**src/sv/frcn_pkg.sv**
```systemverilog
// shared types and constants for the frame relative change norm block
package frcn_pkg;

    localparam int VALUE_W = 24;
    localparam int SUM_W   = 61;
    localparam int ERR_W   = 24;
    localparam int CFG_W   = 13;

    localparam logic [SUM_W-1:0] SUM_MAX = {SUM_W{1'b1}};
    localparam logic [ERR_W-1:0] ERR_MAX = {ERR_W{1'b1}};

    typedef struct packed {
        logic signed [VALUE_W-1:0] value_a;
        logic signed [VALUE_W-1:0] value_b;
    } in_item_t;

    typedef struct packed {
        logic [ERR_W-1:0] error_a;
        logic [ERR_W-1:0] error_b;
        logic             zero_norm_a;
        logic             zero_norm_b;
    } out_item_t;

    // frame totals handed from the accumulator to the norm unit
    typedef struct packed {
        logic [SUM_W-1:0] square_a;
        logic [SUM_W-1:0] square_b;
        logic [SUM_W-1:0] change_a;
        logic [SUM_W-1:0] change_b;
    } frame_sums_t;

    // saturating add of two unsigned sums
    function automatic logic [SUM_W-1:0] sat_add(input logic [SUM_W-1:0] s,
                                                  input logic [SUM_W-1:0] v);
        logic [SUM_W:0] r;
        begin
            r = {1'b0, s} + {1'b0, v};
            sat_add = r[SUM_W] ? SUM_MAX : r[SUM_W-1:0];
        end
    endfunction

endpackage

```
**src/sv/frcn_back.sv**
```systemverilog
// back part: frame sum queue, serial divide and square root per field
module frcn_back (
    input  logic                  clk,
    input  logic                  rst_n,
    input  logic                  sums_valid,
    output logic                  sums_full,
    input  frcn_pkg::frame_sums_t sums,
    output logic                  out_valid,
    input  logic                  out_stall,
    output frcn_pkg::out_item_t   out_data
);
    localparam int SW = frcn_pkg::SUM_W;
    localparam int QW = 64;
    localparam int EW = frcn_pkg::ERR_W;

    typedef enum logic [5:0] {
        B_IDLE = 6'b000001,
        B_LOAD = 6'b000010,
        B_DIV  = 6'b000100,
        B_SQRT = 6'b001000,
        B_NEXT = 6'b010000,
        B_OUT  = 6'b100000
    } bstate_t;

    // two-entry queue of frame totals
    frcn_pkg::frame_sums_t q_reg [2];
    logic                  wp_reg, rp_reg;
    logic [1:0]            cnt_reg;

    bstate_t          st_reg;
    logic             fld_reg;
    logic [SW-1:0]    s_reg;
    logic [SW+1:0]    r_reg;
    logic [QW-1:0]    q_reg2;
    logic [6:0]       n_reg;
    logic [QW-1:0]    x_reg, res_reg, bit_reg;
    logic [EW-1:0]    err_a_reg, err_b_reg, err_val;
    logic             zn_a_reg, zn_b_reg, sat_flag;
    frcn_pkg::frame_sums_t head;
    logic [SW-1:0]    d_in, s_in;
    logic [SW+1:0]    r_sh;
    logic [QW-1:0]    trial;
    logic             pop;

    assign sums_full = (cnt_reg == 2'd2);
    assign head      = q_reg[rp_reg];
    assign d_in      = fld_reg ? head.change_b : head.change_a;
    assign s_in      = fld_reg ? head.square_b : head.square_a;
    assign r_sh      = {r_reg[SW:0], 1'b0};
    assign trial     = res_reg + bit_reg;
    assign pop       = (st_reg == B_NEXT) && fld_reg;
    assign out_valid = (st_reg == B_OUT);
    assign out_data  = '{error_a: err_a_reg, error_b: err_b_reg,
                         zero_norm_a: zn_a_reg, zero_norm_b: zn_b_reg};
    assign err_val   = (sat_flag || res_reg > QW'(frcn_pkg::ERR_MAX))
                       ? frcn_pkg::ERR_MAX : res_reg[EW-1:0];

    always_ff @(posedge clk)
    begin
        if (sums_valid)
        begin
            q_reg[wp_reg] <= sums;
        end
    end

    always_ff @(posedge clk or negedge rst_n)
    begin
        if (!rst_n)
        begin
            wp_reg   <= 1'b0;
            rp_reg   <= 1'b0;
            cnt_reg  <= '0;
            st_reg   <= B_IDLE;
            fld_reg  <= 1'b0;
            sat_flag <= 1'b0;
        end
        else
        begin
            if (sums_valid)
            begin
                wp_reg <= ~wp_reg;
            end
            if (pop)
            begin
                rp_reg <= ~rp_reg;
            end
            cnt_reg <= cnt_reg + 2'(sums_valid) - 2'(pop);
            unique case (st_reg)
                B_IDLE:
                begin
                    if (cnt_reg != '0)
                    begin
                        st_reg  <= B_LOAD;
                        fld_reg <= 1'b0;
                    end
                end
                B_LOAD:
                begin
                    // quotient d/s taken with 32 fraction bits, bit-serially
                    s_reg    <= s_in;
                    r_reg    <= '0;
                    q_reg2   <= '0;
                    x_reg    <= {3'b0, d_in};
                    n_reg    <= 7'd95;
                    sat_flag <= (s_in == '0) || ((d_in >> 16) >= s_in);
                    st_reg   <= B_DIV;
                end
                B_DIV:
                begin
                    if ((r_sh | (SW+2)'(x_reg[QW-1])) >= {2'b0, s_reg})
                    begin
                        r_reg  <= (r_sh | (SW+2)'(x_reg[QW-1])) - {2'b0, s_reg};
                        q_reg2 <= {q_reg2[QW-2:0], 1'b1};
                    end
                    else
                    begin
                        r_reg  <= r_sh | (SW+2)'(x_reg[QW-1]);
                        q_reg2 <= {q_reg2[QW-2:0], 1'b0};
                    end
                    x_reg <= {x_reg[QW-2:0], 1'b0};
                    if (n_reg == 7'd0)
                    begin
                        st_reg  <= B_SQRT;
                        res_reg <= '0;
                        bit_reg <= QW'(1) << (QW - 2);
                        n_reg   <= 7'd32;
                    end
                    else
                    begin
                        n_reg <= n_reg - 7'd1;
                    end
                end
                B_SQRT:
                begin
                    // restoring square root, two bits of radicand a step
                    if (n_reg == 7'd32)
                    begin
                        x_reg <= q_reg2;
                    end
                    else if (x_reg >= trial)
                    begin
                        x_reg   <= x_reg - trial;
                        res_reg <= (res_reg >> 1) + bit_reg;
                        bit_reg <= bit_reg >> 2;
                    end
                    else
                    begin
                        res_reg <= res_reg >> 1;
                        bit_reg <= bit_reg >> 2;
                    end
                    n_reg <= n_reg - 7'd1;
                    if (n_reg == 7'd0)
                    begin
                        st_reg <= B_NEXT;
                    end
                end
                B_NEXT:
                begin
                    if (!fld_reg)
                    begin
                        err_a_reg <= (s_reg == '0) ? '0 : err_val;
                        zn_a_reg  <= (s_reg == '0);
                        fld_reg   <= 1'b1;
                        st_reg    <= B_LOAD;
                    end
                    else
                    begin
                        err_b_reg <= (s_reg == '0) ? '0 : err_val;
                        zn_b_reg  <= (s_reg == '0);
                        st_reg    <= B_OUT;
                    end
                end
                B_OUT:
                begin
                    if (!out_stall)
                    begin
                        st_reg <= B_IDLE;
                    end
                end
                default:
                begin
                    st_reg <= B_IDLE;
                end
            endcase
        end
    end
endmodule

```
**config.mk**
```make
export PLATFORM = sky130hd
export DESIGN_NAME = frcn_back
export DESIGN_NICKNAME = d
export VERILOG_FILES = /design/src/sv/frcn_pkg.sv /design/src/sv/frcn_back.sv
export SDC_FILE = /design/constraint.sdc
export NUM_CORES = 2
export LEC_CHECK = 0
export BUFFER_PORTS_ARGS = -buffer_cell sky130_fd_sc_hd__clkbuf_2
export CORE_MARGIN = 10
export CORE_UTILIZATION = 57
export CTS_CLUSTER_DIAMETER = 50
export DETAILED_ROUTE_END_ITERATION = 8
export HOLD_SLACK_MARGIN = 0.05
export PLACE_DENSITY = 0.83
export SYNTH_ARGS = -nofsm -noshare
export SYNTH_HDL_FRONTEND = slang
export SYNTH_SLANG_ARGS = --single-unit
```
**constraint.sdc**
```tcl
create_clock -name clk -period 16 [get_ports clk]
set_clock_uncertainty 0.15 [all_clocks]
set_input_delay 0.8 -clock clk [delete_from_list [all_inputs] [get_ports clk]]
set_output_delay 0.8 -clock clk [all_outputs]
set_load 0.02 [all_outputs]
```
* Yosys cells after proc, flatten, opt, wreduce, memory -nomap -nowiden
Memory sizes are Yosys's and may differ from the RTL's. Index checks and enable logic that the tools add are counted.
Storage, ports and cells: register bits after elaboration 448, memory bits (writable) 488, input port bits 248, output and inout bits 52, memories kept 1
Operators by class: add/subtract/negate cells 7, $lt $le $gt $ge 4, equality and inequality tests 14, multiplexer cells 30, bitwise logic cells 4, reduce and logical (&&, ||, !) cells 20
Memory list:
- q_reg | words 2, width 244, rd ports 1, clocked after memory_dff 0, wr ports 1, RTL line frcn_back.sv:26 | frcn_pkg::frame_sums_t q_reg [2];
Operators by type and width (count):
- $mux 64 | 7
- $pmux 64 s2 | 3
- $pmux 64 s3 | 1
- $pmux 62 s2 | 1
- $logic_not 61->1 | 2
- $mux 61 | 2
- $add 63x64->64 | 1
- $add 64x64->64 | 1
- $ge 64x64->1 | 1
- $gt 64x24->1 const B | 1
- $sub 64x64->64 | 1
- $ge 63x61->1 | 1
- $or 63x1->63 | 1
- $mux 62 | 1
- $sub 62x61->62 | 1
- $ge 45x61->1 | 1
- $mux 24 | 2
- $pmux 6 s6 | 1
- $mux 6 | 5
- $pmux 7 s3 | 1
- $ne 2x2->1 const B | 5
- $reduce_and 3->1 | 3
- $reduce_and 2->1 | 4
- $reduce_and 4->1 | 2
- other kinds (21) | 30

* Longest topological paths before layout
depth after elaboration 5, mapped depth 26

* Worst setup path after synthesis
Ideal clock, no wire load.
path type input-to-reg, start point input port sums_valid, end point memory q_reg[0][0] (netlist name) (enable), library setup time 0.882 ns, arrival time 11.303 ns, data required time 14.968 ns, setup slack 3.665 ns, stages on the path 1, buffers on the path 0, path through nor2b_1
On the way: cells in the longest elaborated chain, start to end 2
RTL lines:
- from (decl) | RTL line frcn_back.sv:5 | input logic sums_valid,
- $mux 1 | RTL line frcn_back.sv:60 | if (sums_valid)
- $mux 1 (implied by the code) | RTL line frcn_back.sv:62 | q_reg[wp_reg] <= sums;
- to (decl) | RTL line frcn_back.sv:26
Every way passes these cells.

* Worst setup path in the final report
start point register res_reg[2], end point register res_reg[17] (data pin)
On the way: cells in the longest elaborated chain, start to end 5
RTL lines:
- from (decl) | RTL line frcn_back.sv:36 | logic [QW-1:0] x_reg, res_reg, bit_reg;
- from (signal assigned) | RTL line frcn_back.sv:143 | res_reg <= (res_reg >> 1) + bit_reg;
- from (signal assigned) | RTL line frcn_back.sv:148 | res_reg <= res_reg >> 1;
- $add 64x64->64 | RTL line frcn_back.sv:50 | assign trial = res_reg + bit_reg;
- $ge 64x64->1 | RTL line frcn_back.sv:140 | else if (x_reg >= trial)
- $mux 64 (*) | RTL line frcn_back.sv:140
- $mux 64 (*) | RTL line frcn_back.sv:136 | if (n_reg == 7'd32)
- $pmux 64 s2 (*) | RTL line frcn_back.sv:88 | unique case (st_reg)
Every way passes the cells marked *; elsewhere a longest branch is shown, timed or not. The select of a mux whose other input is x is not followed. A chain may end at the register's enable or synchronous reset.

==> out/metrics.yaml <==
status: "finished, violations left"
failed_checks: "DRC"
synth-compound-area-share_pct: 13.6
ys.flop_type: "edfxtp_1"
largest_reg_flops: 488
period_minus_slack_ps: 7510
setup_violations: 0
area_delta_synth_final_pct: 12.0
ys.warnings.count: 0
synth_seq_cells: 904
cts_resized: 0
grt_pass1_vias: 34700
synthAdderAreaFrac_pct: 6.28
peakVddDrop_mv: 0.112
yosysSeqAreaShare_pct: 56.1
clkSinkCount: 904
drc_errors: 2
root_buffer: "clkbuf_16"
synthSimpleGateAreaFrac_pct: 10.7
cp.required_ps: 16250
grt_max_degree: 148
die_area_mm2: 0.0967
io_pins: 300
clk_pin_slew_ps: 60
vias_per_cell: 6.55
die_w_um: 311
cts.path.max_buffers: 3
cts_setup_buffers: 0
reg2reg_from: "res_reg[2]"
holdCritStartpoint: "sums[186]"
holdWs_ps: 146
grt_pass1_wl_um: 210000
postSynthCellCount: 3973
cp-start-kind: "flop"
max_freq_ghz: 0.133
rows: 106
avgSynthCellArea_um2: 12.1
post-route-period-util_pct: 46.9
nets: 4705
intPower_uw: 5040
antenna_found_initial: 14
r2r_slack_ps: 8490
rsz0062_at_grt: "no"
grt_overflow: 0
swShare_pct: 32.3
fin_cells: 5437
finalWirelength_um: 138000
utilization_pct: 64.5
cts_inserted_buffers: 103
cp-end-kind: "flop"
fp.dieH_um: 311
whs_endpoint: "q_reg[0][186]"
p_per_area_mw_per_mm2: 138
syn_area_mm2: 0.0483
dp_cells: 5244
muxShareOfSynthArea_pct: 5.88
firstDrtPassIters: 9
fp.coreArea_mm2: 0.0838
synth_edf_count: 892
slew_viol_final: 0
cap_violations: 0
r2r-end: "res_reg[17]"
startpoint: "res_reg[2]"
start_util_pct: 57.6
port_buffers: 299
combPwrFrac_pct: 25.6
r2r_cells: 22
drt-wirelength-per-cell_um: 25.4
clkPwrFrac_pct: 30.6
place_congestion: 0.963
cts_max_level: 3
worst_pin_slew_ps: 1290
synth_cell_types: 85
power_leakage_uw: 0.0198
final_antenna_net_count: 0
whs_path_depth: 1
power_frac_seq_pct: 43.8
clk_latency_ps: 700
grt_usage_pct: 27.6
crit_type: "reg2reg"
synth_top_family_by_area: "compound AO/OA/AOI/OAI gates"
via_count: 35600
critical_path.max_fanout: 92
place_area_mm2: 0.0507
max_slew_margin_pct: 13.9
ys_async_sr_fraction_pct: 1.33
syn-num-nets: 4462
final_area_mm2: 0.0540
hp-class: "in2reg"
drt_iter0_drc: 4528
setup_tns_ps: 0
cts_tree: "done"
yosys.area_share.xor_xnor_pct: 4.27
dp_hpwl_um: 98200
worstPathArrival_ps: 7750
hold_violations: 0
drive_above_1_share_pct: 15.5
p_sw_uw: 2400
[repair_timing]
action                     4_1_cts  5_1_grt
hold buffers                     1        0
setup endpoints to repair        0        0
hold endpoints to repair        11        0
[cell families after synthesis]
logic type / Yosys count
xor+xnor: 235
flops: 904
mux: 131
simple gates: 1045
compound gates: 1027
fa+ha+maj: 241
buf+inv: 390
[cell type report]
class | instances | area [µm²]
Fill cell | 6157 | 29800
Sequential cell | 904 | 27100
Multi-Input combinational cell | 2679 | 19700
Clock buffer | 116 | 2630
Timing Repair Buffer | 333 | 1770
Tap cell | 1134 | 1420
Inverter | 195 | 732
Clock inverter | 64 | 629
Antenna cell | 12 | 30.0
[worst max-delay path, stage by stage, from the launching register on]
cell       delay (ps)
edfxtp_1          440
ha_1              380
a311oi_1          140
o31ai_2           480
a211oi_2          240
a2111oi_0         810
nor2_1            310
o21ai_0           370
a21oi_1           150
o21ai_0           220
xnor2_1           110
ha_1              390
nand2_1           100
nor3_1            430
nand4_1           280
nor3_1            390
nand3b_1          130
a31oi_1           230
a211o_2           140
buf_4             690
o21ai_0           270
xnor2_1           230
nor2_1             60
[synthesized netlist by cell type, types with 9 or more instances]
cell type  instances  share of area, %
xnor2_1          121               2.2
nor3_1            63              0.65
nand2_1          276               2.1
nand4_1           95               1.2
a21o_1            97               1.5
nor2b_1           31              0.40
o21bai_1          41              0.64
edfxtp_1         892                56
o21ai_0          236               2.4
nor2_1           246               1.9
nor4_1            58              0.75
o21a_1            24              0.37
a21boi_0          10              0.16
buf_1             14              0.11
and2_1           108               1.4
mux2i_1            9              0.19
a22oi_1           20              0.31
o31ai_1           19              0.30
a31oi_1           77               1.0
a31o_2            16              0.29
mux4_2           122               5.7
a211oi_1          53              0.82
ha_1             239               6.2
a222oi_1          44              0.91
or2_2             12              0.16
and3_1            20              0.26
buf_2             19              0.20
a21oi_1          285               3.0
inv_1            195               1.5
nand2b_1          18              0.23
o211ai_1          15              0.23
or3_1             12              0.16
nand3_1           68              0.71
xor2_1           114               2.1
clkbuf_1         153               1.2
dfrtp_1           11              0.57
[routing by layer]
metal  vias to the layer above  track usage (%)  part of all wire, %
met4                         6             10.3                  4.1
met5                         -                0                0.026
met2                      2063             43.6                   47
li1                      15800                -                    -
met3                       385             6.67                   11
met1                     17400             36.8                   39
[cell usage in the layout (no fill, tap or decap), types with 16 or more instances in the layout]
cell type	n
o21a_1	24
mux4_2	122
a22oi_1	20
buf_4	32
o21ai_0	236
a21oi_1	284
nand2_1	276
nor2_1	242
o21bai_1	41
nand3_1	68
nand4_1	95
a31o_2	16
xnor2_1	121
clkinv_1	18
ha_1	239
edfxtp_1	892
a211oi_1	53
inv_1	194
nor3_1	61
clkbuf_16	103
a222oi_1	44
nand2b_1	18
nor4_1	56
clkbuf_2	299
nor2b_1	30
and3_1	20
o31ai_1	19
and2_1	107
a21o_1	97
a31oi_1	77
xor2_1	114
[worst max-delay path by stage]
stage	endpoint	slack (ps)	cells after the start
floorplan	q_reg[0][0]	3660	1
global placement	res_reg[7]	8870	22
detailed placement	res_reg[17]	8720	22
CTS	res_reg[17]	8620	22
global route	res_reg[7]	7980	22
finish	res_reg[17]	8490	22
[per-stage QoR]
step           power, µW  setup WS (ps)
5_1_grt             7740           7980
4_1_cts             7410           8620
3_3_place_gp        5060           8870
6_report            7440           8490
3_5_place_dp        5120           8720
2_1_floorplan       4660           3660
[power by group through the flow]
stage,clock network (µW),logic (µW),registers (µW)
after floorplan,0,1340,3320
after global placement,0,1800,3260
after detailed placement,0,1840,3290
after CTS,2300,1860,3250
after global routing,2390,2070,3280
final,2280,1900,3260
Note: power is estimated with default switching activity, not from simulation.
